File: config.mk
export PLATFORM = sky130hd
export DESIGN_NAME = bitmap_scanline_shift
export DESIGN_NICKNAME = d
export VERILOG_FILES = /design/src/hdl/bss_pkg.sv /design/src/hdl/bss_cfg_regs.sv /design/src/hdl/bss_in_reg.sv /design/src/hdl/bss_calc.sv /design/src/hdl/bss_out_buf.sv /design/src/hdl/bitmap_scanline_shift.sv
export SDC_FILE = /design/constraint.sdc
export NUM_CORES = 1
export LEC_CHECK = 0
export BUFFER_PORTS_ARGS = -buffer_cell sky130_fd_sc_hd__buf_4
export CAP_MARGIN = 15
export CORE_UTILIZATION = 45
export DETAILED_ROUTE_END_ITERATION = 8
export SLEW_MARGIN = 0
export SYNTH_ARGS = -nofsm -noshare
export SYNTH_HDL_FRONTEND = slang
export SYNTH_HIERARCHICAL = 1
export SYNTH_SLANG_ARGS = --single-unit
File: constraint.sdc
create_clock -name clk_i -period 13.2 [get_ports clk_i]
set_input_delay 0.66 -clock clk_i [delete_from_list [all_inputs] [get_ports clk_i]]
set_output_delay 0.66 -clock clk_i [all_outputs]
set_load 0.05 [all_outputs]
File: src/hdl/bss_pkg.sv
package bss_pkg;

  localparam int WordBits = 32;
  localparam int RowW     = 12;
  localparam int IdxW     = 7;
  localparam int DimW     = 13;
  localparam int MaxDim   = 4096;
  localparam int TdataW   = 56;

  typedef enum logic [1:0] {
    RegWidth  = 2'd0,
    RegHeight = 2'd1,
    RegShiftX = 2'd2,
    RegShiftY = 2'd3
  } reg_idx_e;

  typedef struct packed {
    logic        [DimW-1:0] width;
    logic        [DimW-1:0] height;
    logic signed [DimW-1:0] shift_x;
    logic signed [DimW-1:0] shift_y;
  } cfg_t;

  typedef struct packed {
    logic [RowW-1:0]     row;
    logic [IdxW-1:0]     idx;
    logic [WordBits-1:0] cur;
    logic [WordBits-1:0] prev;
  } item_t;

  typedef struct packed {
    logic [RowW-1:0]     row;
    logic [IdxW-1:0]     idx;
    logic [WordBits-1:0] word;
    logic                last;
  } res_t;

endpackage

File: src/hdl/bss_cfg_regs.sv
module bss_cfg_regs import bss_pkg::*; (
  input  logic            clk_i,
  input  logic            rst_ni,
  input  logic            cfg_we_i,
  input  reg_idx_e        cfg_idx_i,
  input  logic [DimW-1:0] cfg_data_i,
  output cfg_t            cfg_o
);

  cfg_t cfg_q, cfg_d;

  always_comb begin
    cfg_d = cfg_q;
    if (cfg_we_i) begin
      unique case (cfg_idx_i)
        RegWidth:  cfg_d.width   = cfg_data_i;
        RegHeight: cfg_d.height  = cfg_data_i;
        RegShiftX: cfg_d.shift_x = cfg_data_i;
        RegShiftY: cfg_d.shift_y = cfg_data_i;
        default:   cfg_d = cfg_q;
      endcase
    end
  end

  always_ff @(posedge clk_i or negedge rst_ni) begin
    if (!rst_ni) begin
      cfg_q.width   <= DimW'(1);
      cfg_q.height  <= DimW'(1);
      cfg_q.shift_x <= '0;
      cfg_q.shift_y <= '0;
    end else begin
      cfg_q <= cfg_d;
    end
  end

  assign cfg_o = cfg_q;

endmodule

File: src/hdl/bss_in_reg.sv
module bss_in_reg import bss_pkg::*; (
  input  logic                clk_i,
  input  logic                rst_ni,
  input  logic                in_valid_i,
  output logic                in_ready_o,
  input  logic [RowW-1:0]     in_row_i,
  input  logic [IdxW-1:0]     in_idx_i,
  input  logic [WordBits-1:0] in_word_i,
  output logic                item_valid_o,
  input  logic                item_take_i,
  output item_t               item_o
);

  logic                valid_q, valid_d;
  logic [WordBits-1:0] prev_q;
  item_t               item_q;
  logic                accept;

  assign in_ready_o = !valid_q || item_take_i;
  assign accept     = in_valid_i && in_ready_o;
  assign valid_d    = accept || (valid_q && !item_take_i);

  always_ff @(posedge clk_i or negedge rst_ni) begin
    if (!rst_ni) begin
      valid_q <= 1'b0;
      prev_q  <= '0;
    end else begin
      valid_q <= valid_d;
      if (accept) prev_q <= in_word_i;
    end
  end

  // previous word reads as zero at row start
  always_ff @(posedge clk_i) begin
    if (accept) begin
      item_q.row  <= in_row_i;
      item_q.idx  <= in_idx_i;
      item_q.cur  <= in_word_i;
      item_q.prev <= (in_idx_i == '0) ? '0 : prev_q;
    end
  end

  assign item_valid_o = valid_q;
  assign item_o       = item_q;

endmodule

File: src/hdl/bss_calc.sv
module bss_calc import bss_pkg::*; (
  input  cfg_t       cfg_i,
  input  item_t      item_i,
  output logic [1:0] cnt_o,
  output res_t       res0_o,
  output res_t       res1_o
);

  logic [DimW-1:0]       w, h, abs_x, abs_y;
  logic [DimW:0]         nw_sum;
  logic [7:0]            nw, mo, k8;
  logic [8:0]            k_mo;
  logic [4:0]            s;
  logic signed [DimW:0]  r;
  logic                  keep, tail;
  logic [2*WordBits-1:0] fun_l, fun_r;
  logic [IdxW-1:0]       idx_pos, idx_neg, idx_neg1;

  assign w = (cfg_i.width  > DimW'(MaxDim)) ? DimW'(MaxDim) : cfg_i.width;
  assign h = (cfg_i.height > DimW'(MaxDim)) ? DimW'(MaxDim) : cfg_i.height;
  assign abs_x = cfg_i.shift_x[DimW-1] ? DimW'(~cfg_i.shift_x + 1'b1) : cfg_i.shift_x;
  assign abs_y = cfg_i.shift_y[DimW-1] ? DimW'(~cfg_i.shift_y + 1'b1) : cfg_i.shift_y;

  assign r = $signed({2'b00, item_i.row}) + $signed({cfg_i.shift_y[DimW-1], cfg_i.shift_y});

  assign nw_sum = {1'b0, w} + (DimW+1)'(WordBits - 1);
  assign nw     = nw_sum[DimW-1:5];
  assign mo     = abs_x[DimW-1:5];
  assign s      = abs_x[4:0];
  assign k8     = {1'b0, item_i.idx};
  assign k_mo   = {1'b0, k8} + {1'b0, mo};

  assign keep = (abs_x < w) && (abs_y < h) && ({1'b0, item_i.row} < h)
             && !r[DimW] && (r[DimW-1:0] < h) && (k8 < nw);

  assign fun_l = {item_i.cur, item_i.prev} << s;
  assign fun_r = {item_i.cur, item_i.prev} >> s;

  assign idx_pos  = k_mo[IdxW-1:0];
  assign idx_neg  = IdxW'(k8 - mo);
  assign idx_neg1 = IdxW'(k8 - mo - 8'd1);
  assign tail     = (k8 == nw - 8'd1) && (k8 >= mo);

  always_comb begin
    cnt_o       = 2'd0;
    res0_o.row  = r[RowW-1:0];
    res0_o.idx  = idx_pos;
    res0_o.word = fun_l[2*WordBits-1:WordBits];
    res0_o.last = 1'b1;
    res1_o.row  = r[RowW-1:0];
    res1_o.idx  = idx_neg;
    res1_o.word = item_i.cur >> s;
    res1_o.last = 1'b1;
    if (keep) begin
      if (!cfg_i.shift_x[DimW-1]) begin
        if (k_mo < {1'b0, nw}) cnt_o = 2'd1;
      end else if (s == '0) begin
        res0_o.idx  = idx_neg;
        res0_o.word = item_i.cur;
        if (k8 >= mo) cnt_o = 2'd1;
      end else if (k8 > mo) begin
        res0_o.idx  = idx_neg1;
        res0_o.word = fun_r[WordBits-1:0];
        res0_o.last = !tail;
        cnt_o       = tail ? 2'd2 : 2'd1;
      end else if (tail) begin
        res0_o = res1_o;
        cnt_o  = 2'd1;
      end
    end
  end

endmodule

File: src/hdl/bss_out_buf.sv
module bss_out_buf import bss_pkg::*; (
  input  logic       clk_i,
  input  logic       rst_ni,
  input  logic       load_valid_i,
  output logic       load_ok_o,
  input  logic [1:0] load_cnt_i,
  input  res_t       load_res0_i,
  input  res_t       load_res1_i,
  output logic       out_valid_o,
  input  logic       out_ready_i,
  output res_t       out_res_o
);

  logic [1:0] cnt_q, cnt_d;
  res_t       slot0_q, slot1_q;
  logic       load, pop;

  assign pop       = (cnt_q != 2'd0) && out_ready_i;
  assign load_ok_o = (cnt_q == 2'd0) || ((cnt_q == 2'd1) && out_ready_i);
  assign load      = load_valid_i && load_ok_o;

  always_comb begin
    cnt_d = cnt_q;
    if (load)     cnt_d = load_cnt_i;
    else if (pop) cnt_d = cnt_q - 2'd1;
  end

  always_ff @(posedge clk_i or negedge rst_ni) begin
    if (!rst_ni) cnt_q <= 2'd0;
    else         cnt_q <= cnt_d;
  end

  always_ff @(posedge clk_i) begin
    if (load) begin
      slot0_q <= load_res0_i;
      slot1_q <= load_res1_i;
    end else if (pop) begin
      slot0_q <= slot1_q;
    end
  end

  assign out_valid_o = cnt_q != 2'd0;
  assign out_res_o   = slot0_q;

endmodule

File: src/hdl/bitmap_scanline_shift.sv
// A result item passes the input register and then the result register before it
// is offered; the result register loads only when it is empty or is being emptied.
// Throughput: one input item per cycle while m_tready is high; an item that gives two
// results (row tail, unaligned leftward shift) holds the result register until both go.
// Reset: width and height 1, both shifts 0, previous word zero, no items in flight.
module bitmap_scanline_shift import bss_pkg::*; (
  input  logic              clk_i,
  input  logic              rst_ni,
  input  logic              cfg_we_i,
  input  logic [1:0]        cfg_idx_i,
  input  logic [DimW-1:0]   cfg_data_i,
  input  logic              s_tvalid,
  output logic              s_tready,
  input  logic [TdataW-1:0] s_tdata,   // src_row, src_word_index, src_word
  output logic              m_tvalid,
  input  logic              m_tready,
  output logic [TdataW-1:0] m_tdata,   // dest_row, dest_word_index, dest_word
  output logic              m_tlast
);

  cfg_t       cfg;
  item_t      item;
  logic       item_valid, load_ok;
  logic [1:0] cnt;
  res_t       res0, res1, out_res;

  bss_cfg_regs u_cfg (
    .clk_i      (clk_i),
    .rst_ni     (rst_ni),
    .cfg_we_i   (cfg_we_i),
    .cfg_idx_i  (reg_idx_e'(cfg_idx_i)),
    .cfg_data_i (cfg_data_i),
    .cfg_o      (cfg)
  );

  bss_in_reg u_in (
    .clk_i        (clk_i),
    .rst_ni       (rst_ni),
    .in_valid_i   (s_tvalid),
    .in_ready_o   (s_tready),
    .in_row_i     (s_tdata[RowW-1:0]),
    .in_idx_i     (s_tdata[RowW+IdxW-1:RowW]),
    .in_word_i    (s_tdata[RowW+IdxW+WordBits-1:RowW+IdxW]),
    .item_valid_o (item_valid),
    .item_take_i  (load_ok),
    .item_o       (item)
  );

  bss_calc u_calc (
    .cfg_i  (cfg),
    .item_i (item),
    .cnt_o  (cnt),
    .res0_o (res0),
    .res1_o (res1)
  );

  bss_out_buf u_out (
    .clk_i        (clk_i),
    .rst_ni       (rst_ni),
    .load_valid_i (item_valid),
    .load_ok_o    (load_ok),
    .load_cnt_i   (cnt),
    .load_res0_i  (res0),
    .load_res1_i  (res1),
    .out_valid_o  (m_tvalid),
    .out_ready_i  (m_tready),
    .out_res_o    (out_res)
  );

  assign m_tdata = {(TdataW-RowW-IdxW-WordBits)'(0), out_res.word, out_res.idx, out_res.row};
  assign m_tlast = out_res.last;

endmodule

==> impl_metrics.tcl <==
set metrics [dict create \
    post-route-util_pct 50.67 \
    wl_per_cell_um 25.72 \
    hold_viol 0 \
    tritoncts "built" \
    rsz0062_at_grt "no" \
    netlist.area_leader.share_pct 27.09 \
    synth_cell_type_count 94 \
    antenna_left 0 \
    worst_ep_required_time_ps 13520 \
    overflow 0 \
    fin_crit_sh_pct 52.90 \
    dr.pass1.iters 8 \
    grt_pass1_vias 15350 \
    cts.clk_slew.worst_paths_ps 60 \
    yosysWarningCount 6 \
    ys_async_sr_fraction_pct 31.75 \
    finalInstanceArea_um2 22990 \
    pre_cts_slack_ps 6361 \
    final_nets 2096 \
    placement.cell_area_um2 21910 \
    stdcell_count 2548 \
    setup_tns_ps 0 \
    drt_wl_total_um 65530 \
    start_util_pct 45.67 \
    core_area_um2 45380 \
    min_to "u_in/item_o[71]$_DFFE_PP_" \
    hp-start "s_tdata[0]" \
    start_kind "flop" \
    yosys-top-cells-area "edfxtp_1 (27%), mux2i_1 (13%), dfrtp_1 (10%)" \
    ctsLongestPathBuffers 3 \
    cap_viol_max_count 0 \
    reg2reg_setup_slack_ps 6220 \
    place.port_buffers 124 \
    timing.fmax_mhz 143.2 \
    layout_commonest_cell "mux2i_1" \
    post_cts_buffers 0 \
    finalClockSkew_ps 23.99 \
    crit_slowest_cell "nor2_2" \
    min_path_type "in2reg" \
    yosysSeqAreaShare_pct 37.61 \
    ir_drop_mv 0.1514 \
    crit_arrival_ps 7300 \
    drive_gt1_share_pct 23.41 \
    crit_type "reg2reg" \
    cp_slowest_stage_delay_ps 840 \
    num_rows 78 \
    synth.avg_cell_area_um2 11.05 \
    globalplace.congestion 0.9970 \
    track_usage_pct 27.76 \
    drt-initial-drc-count 1301 \
    cts_root_buf "clkbuf_16" \
    timing.rr.start "u_cfg/cfg_o[13]$_DFFE_PN0P_" \
    clock_sinks 274 \
    grt_pass1_wl_um 98880 \
    end_kind "flop" \
    ys_ff_latch 274 \
    cts_buffers 31 \
    synth_top_flop_cell "edfxtp_1" \
    dpl.cell_count 2488 \
    setup_viol 0 \
    synth_enable_flop_cells 187 \
    grt_max_degree 72 \
    hpwlAfterDp_um 50680 \
    drc_errors 0 \
    critPathMaxFanout 47 \
    fin_crit_ps 6983 \
    relSlewSlack_pct 25.38 \
    fp.dieW_um 216.6 \
    viasPerCell 6.214 \
    crit_top_cell "buf_4" \
    syn_inst 1876 \
    synthesis.area_um2 20730 \
    worstHoldPathCells 1 \
    synth_area_leader_cell "edfxtp_1" \
    finalPower_mw 6.646 \
    final_cell_mix "mux2i_1 (274), edfxtp_1 (187), buf_4 (145)" \
    outcome "finished clean" \
    vias 15830 \
    syn_to_final_growth_pct 10.94 \
    h-tree-depth 1 \
    clock_latency_ps 590 \
    power_density_nw_per_um2 289.0 \
    antenna_found_initial 1 \
    slew_viol_final 0 \
    cp_top_family "simple AND/OR/NAND/NOR gates" \
    ios 135 \
    die_h_um 216.6 \
    fin_hold_ws_ps 244.7 \
    rr_worst_depth 15 \
    dieArea_um2 46920 \
    path_cells "clkinv_2 > ha_1 > or4bb_1 > o211a_1 > buf_4 > inv_1 > buf_4 > nor2_2 > nand3_1 > nand2_1 > nor2_1 > a222oi_1 > nand2b_1 > o311ai_1 > mux2_4" \
    p_leak_nw 9.366 \
    antenna_cells 0 \
    crit_buf_inv 4 \
    setup_ws_ps 6217 \
    nFillCells 4091 \
    worst_slew_pin_slew_ps 1115 \
    r2r_end "u_out/out_res_o[20]$_DFFE_PP_" \
]
-- state kept, by name, indices dropped and copies added (netlist names) --
register           cells
u_cfg/cfg_o           52
u_in/item_o           83
u_in/item_valid_o      1
u_in/prev_q           32
u_out/cnt_q            2
u_out/out_res_o       52
u_out/slot1_q         52
-- where the power goes --
part           internal (mW)  switching [mW]  total, mW
combinational           1.55            2.55       4.09
clock                  0.523           0.350      0.874
sequential              1.41           0.267       1.68
-- cell type report --
| class | instances | area, µm² | share of cell area (%) |
|---|---|---|---|
| multi-input combinational | 1421 | 12080 | 52.55 |
| sequential | 274 | 7799 | 33.92 |
| timing repair buffer | 147 | 1119 | 4.864 |
| clock buffer | 46 | 923.4 | 4.016 |
| tap | 600 | 750.7 | 3.265 |
| inverter | 48 | 188.9 | 0.8216 |
| clock inverter | 12 | 131.4 | 0.5713 |
-- cell usage after synthesis, types with 14 or more instances --
cell type and count:
edfxtp_1 187, buf_2 15, ha_1 94, nand2_1 107
nand4_1 32, a21oi_1 71, mux2i_1 275, o211ai_1 26
and2_4 30, nor2_1 126, dfrtp_1 85, xnor2_1 37
inv_1 42, a22oi_1 18, o21ai_0 83, a31oi_1 15
mux2_2 90, or3_1 14, xor2_1 18, a222oi_1 16
nand2b_1 30, nor3_1 30, nand3_1 24, mux2_4 48
o22ai_1 24, buf_4 20, clkbuf_1 74, mux4_2 47
buf_1 16
-- metal layers --
layer	GRT usage, %	up-vias	routed length (µm)
met2	40.24	629	27520
met5	0	-	0
met1	41.80	7840	31170
met3	5.418	97	5160
met4	7.465	0	1680
li1	-	7267	-
-- cell families (layout without fill, tap and decap cells) --
logic type / Yosys count / count (layout) / share of synthesized area, %
AO/OA/AOI/OAI: 357 / 357 / 11.65
XOR/XNOR: 55 / 55 / 2.324
adder cells (fa/ha/maj): 97 / 97 / 5.964
buffers and inverters: 185 / 253 / 4.467
flip-flops: 274 / 274 / 37.61
multiplexers: 460 / 460 / 26.76
other: 2 / 6 / 0.03623
AND/OR/NAND/NOR: 446 / 446 / 11.20
-- worst max path at each step --
stage                                            from                            end  slack (ps)  depth (start not counted)
after detailed placement  u_cfg/cfg_o[13]$_DFFE_PN0P_  u_out/out_res_o[31]$_DFFE_PP_        6360                         15
after global placement    u_cfg/cfg_o[13]$_DFFE_PN0P_  u_out/out_res_o[31]$_DFFE_PP_        6330                         15
after global routing      u_cfg/cfg_o[13]$_DFFE_PN0P_  u_out/out_res_o[20]$_DFFE_PP_        5810                         15
after CTS                 u_cfg/cfg_o[13]$_DFFE_PN0P_  u_out/out_res_o[31]$_DFFE_PP_        6330                         15
after floorplan           u_cfg/cfg_o[13]$_DFFE_PN0P_  u_out/out_res_o[35]$_DFFE_PP_        7040                         25
final                     u_cfg/cfg_o[13]$_DFFE_PN0P_  u_out/out_res_o[20]$_DFFE_PP_        6220                         15
-- worst reg2reg max path: cells and delay by family, from the launching register on --
family | cells | cell delay [ps]
simple gates | 6 | 2760
buf+inv | 4 | 1620
compound gates | 3 | 810
flops | 1 | 650
fa+ha+maj | 1 | 590
mux | 1 | 300
-- repair_timing --
item                       CTS  global route
hold buffers                 1             0
hold endpoints to repair     2             0
gates resized for setup      0             0
setup endpoints to repair    0             0
(Power assumes the default switching activity.)
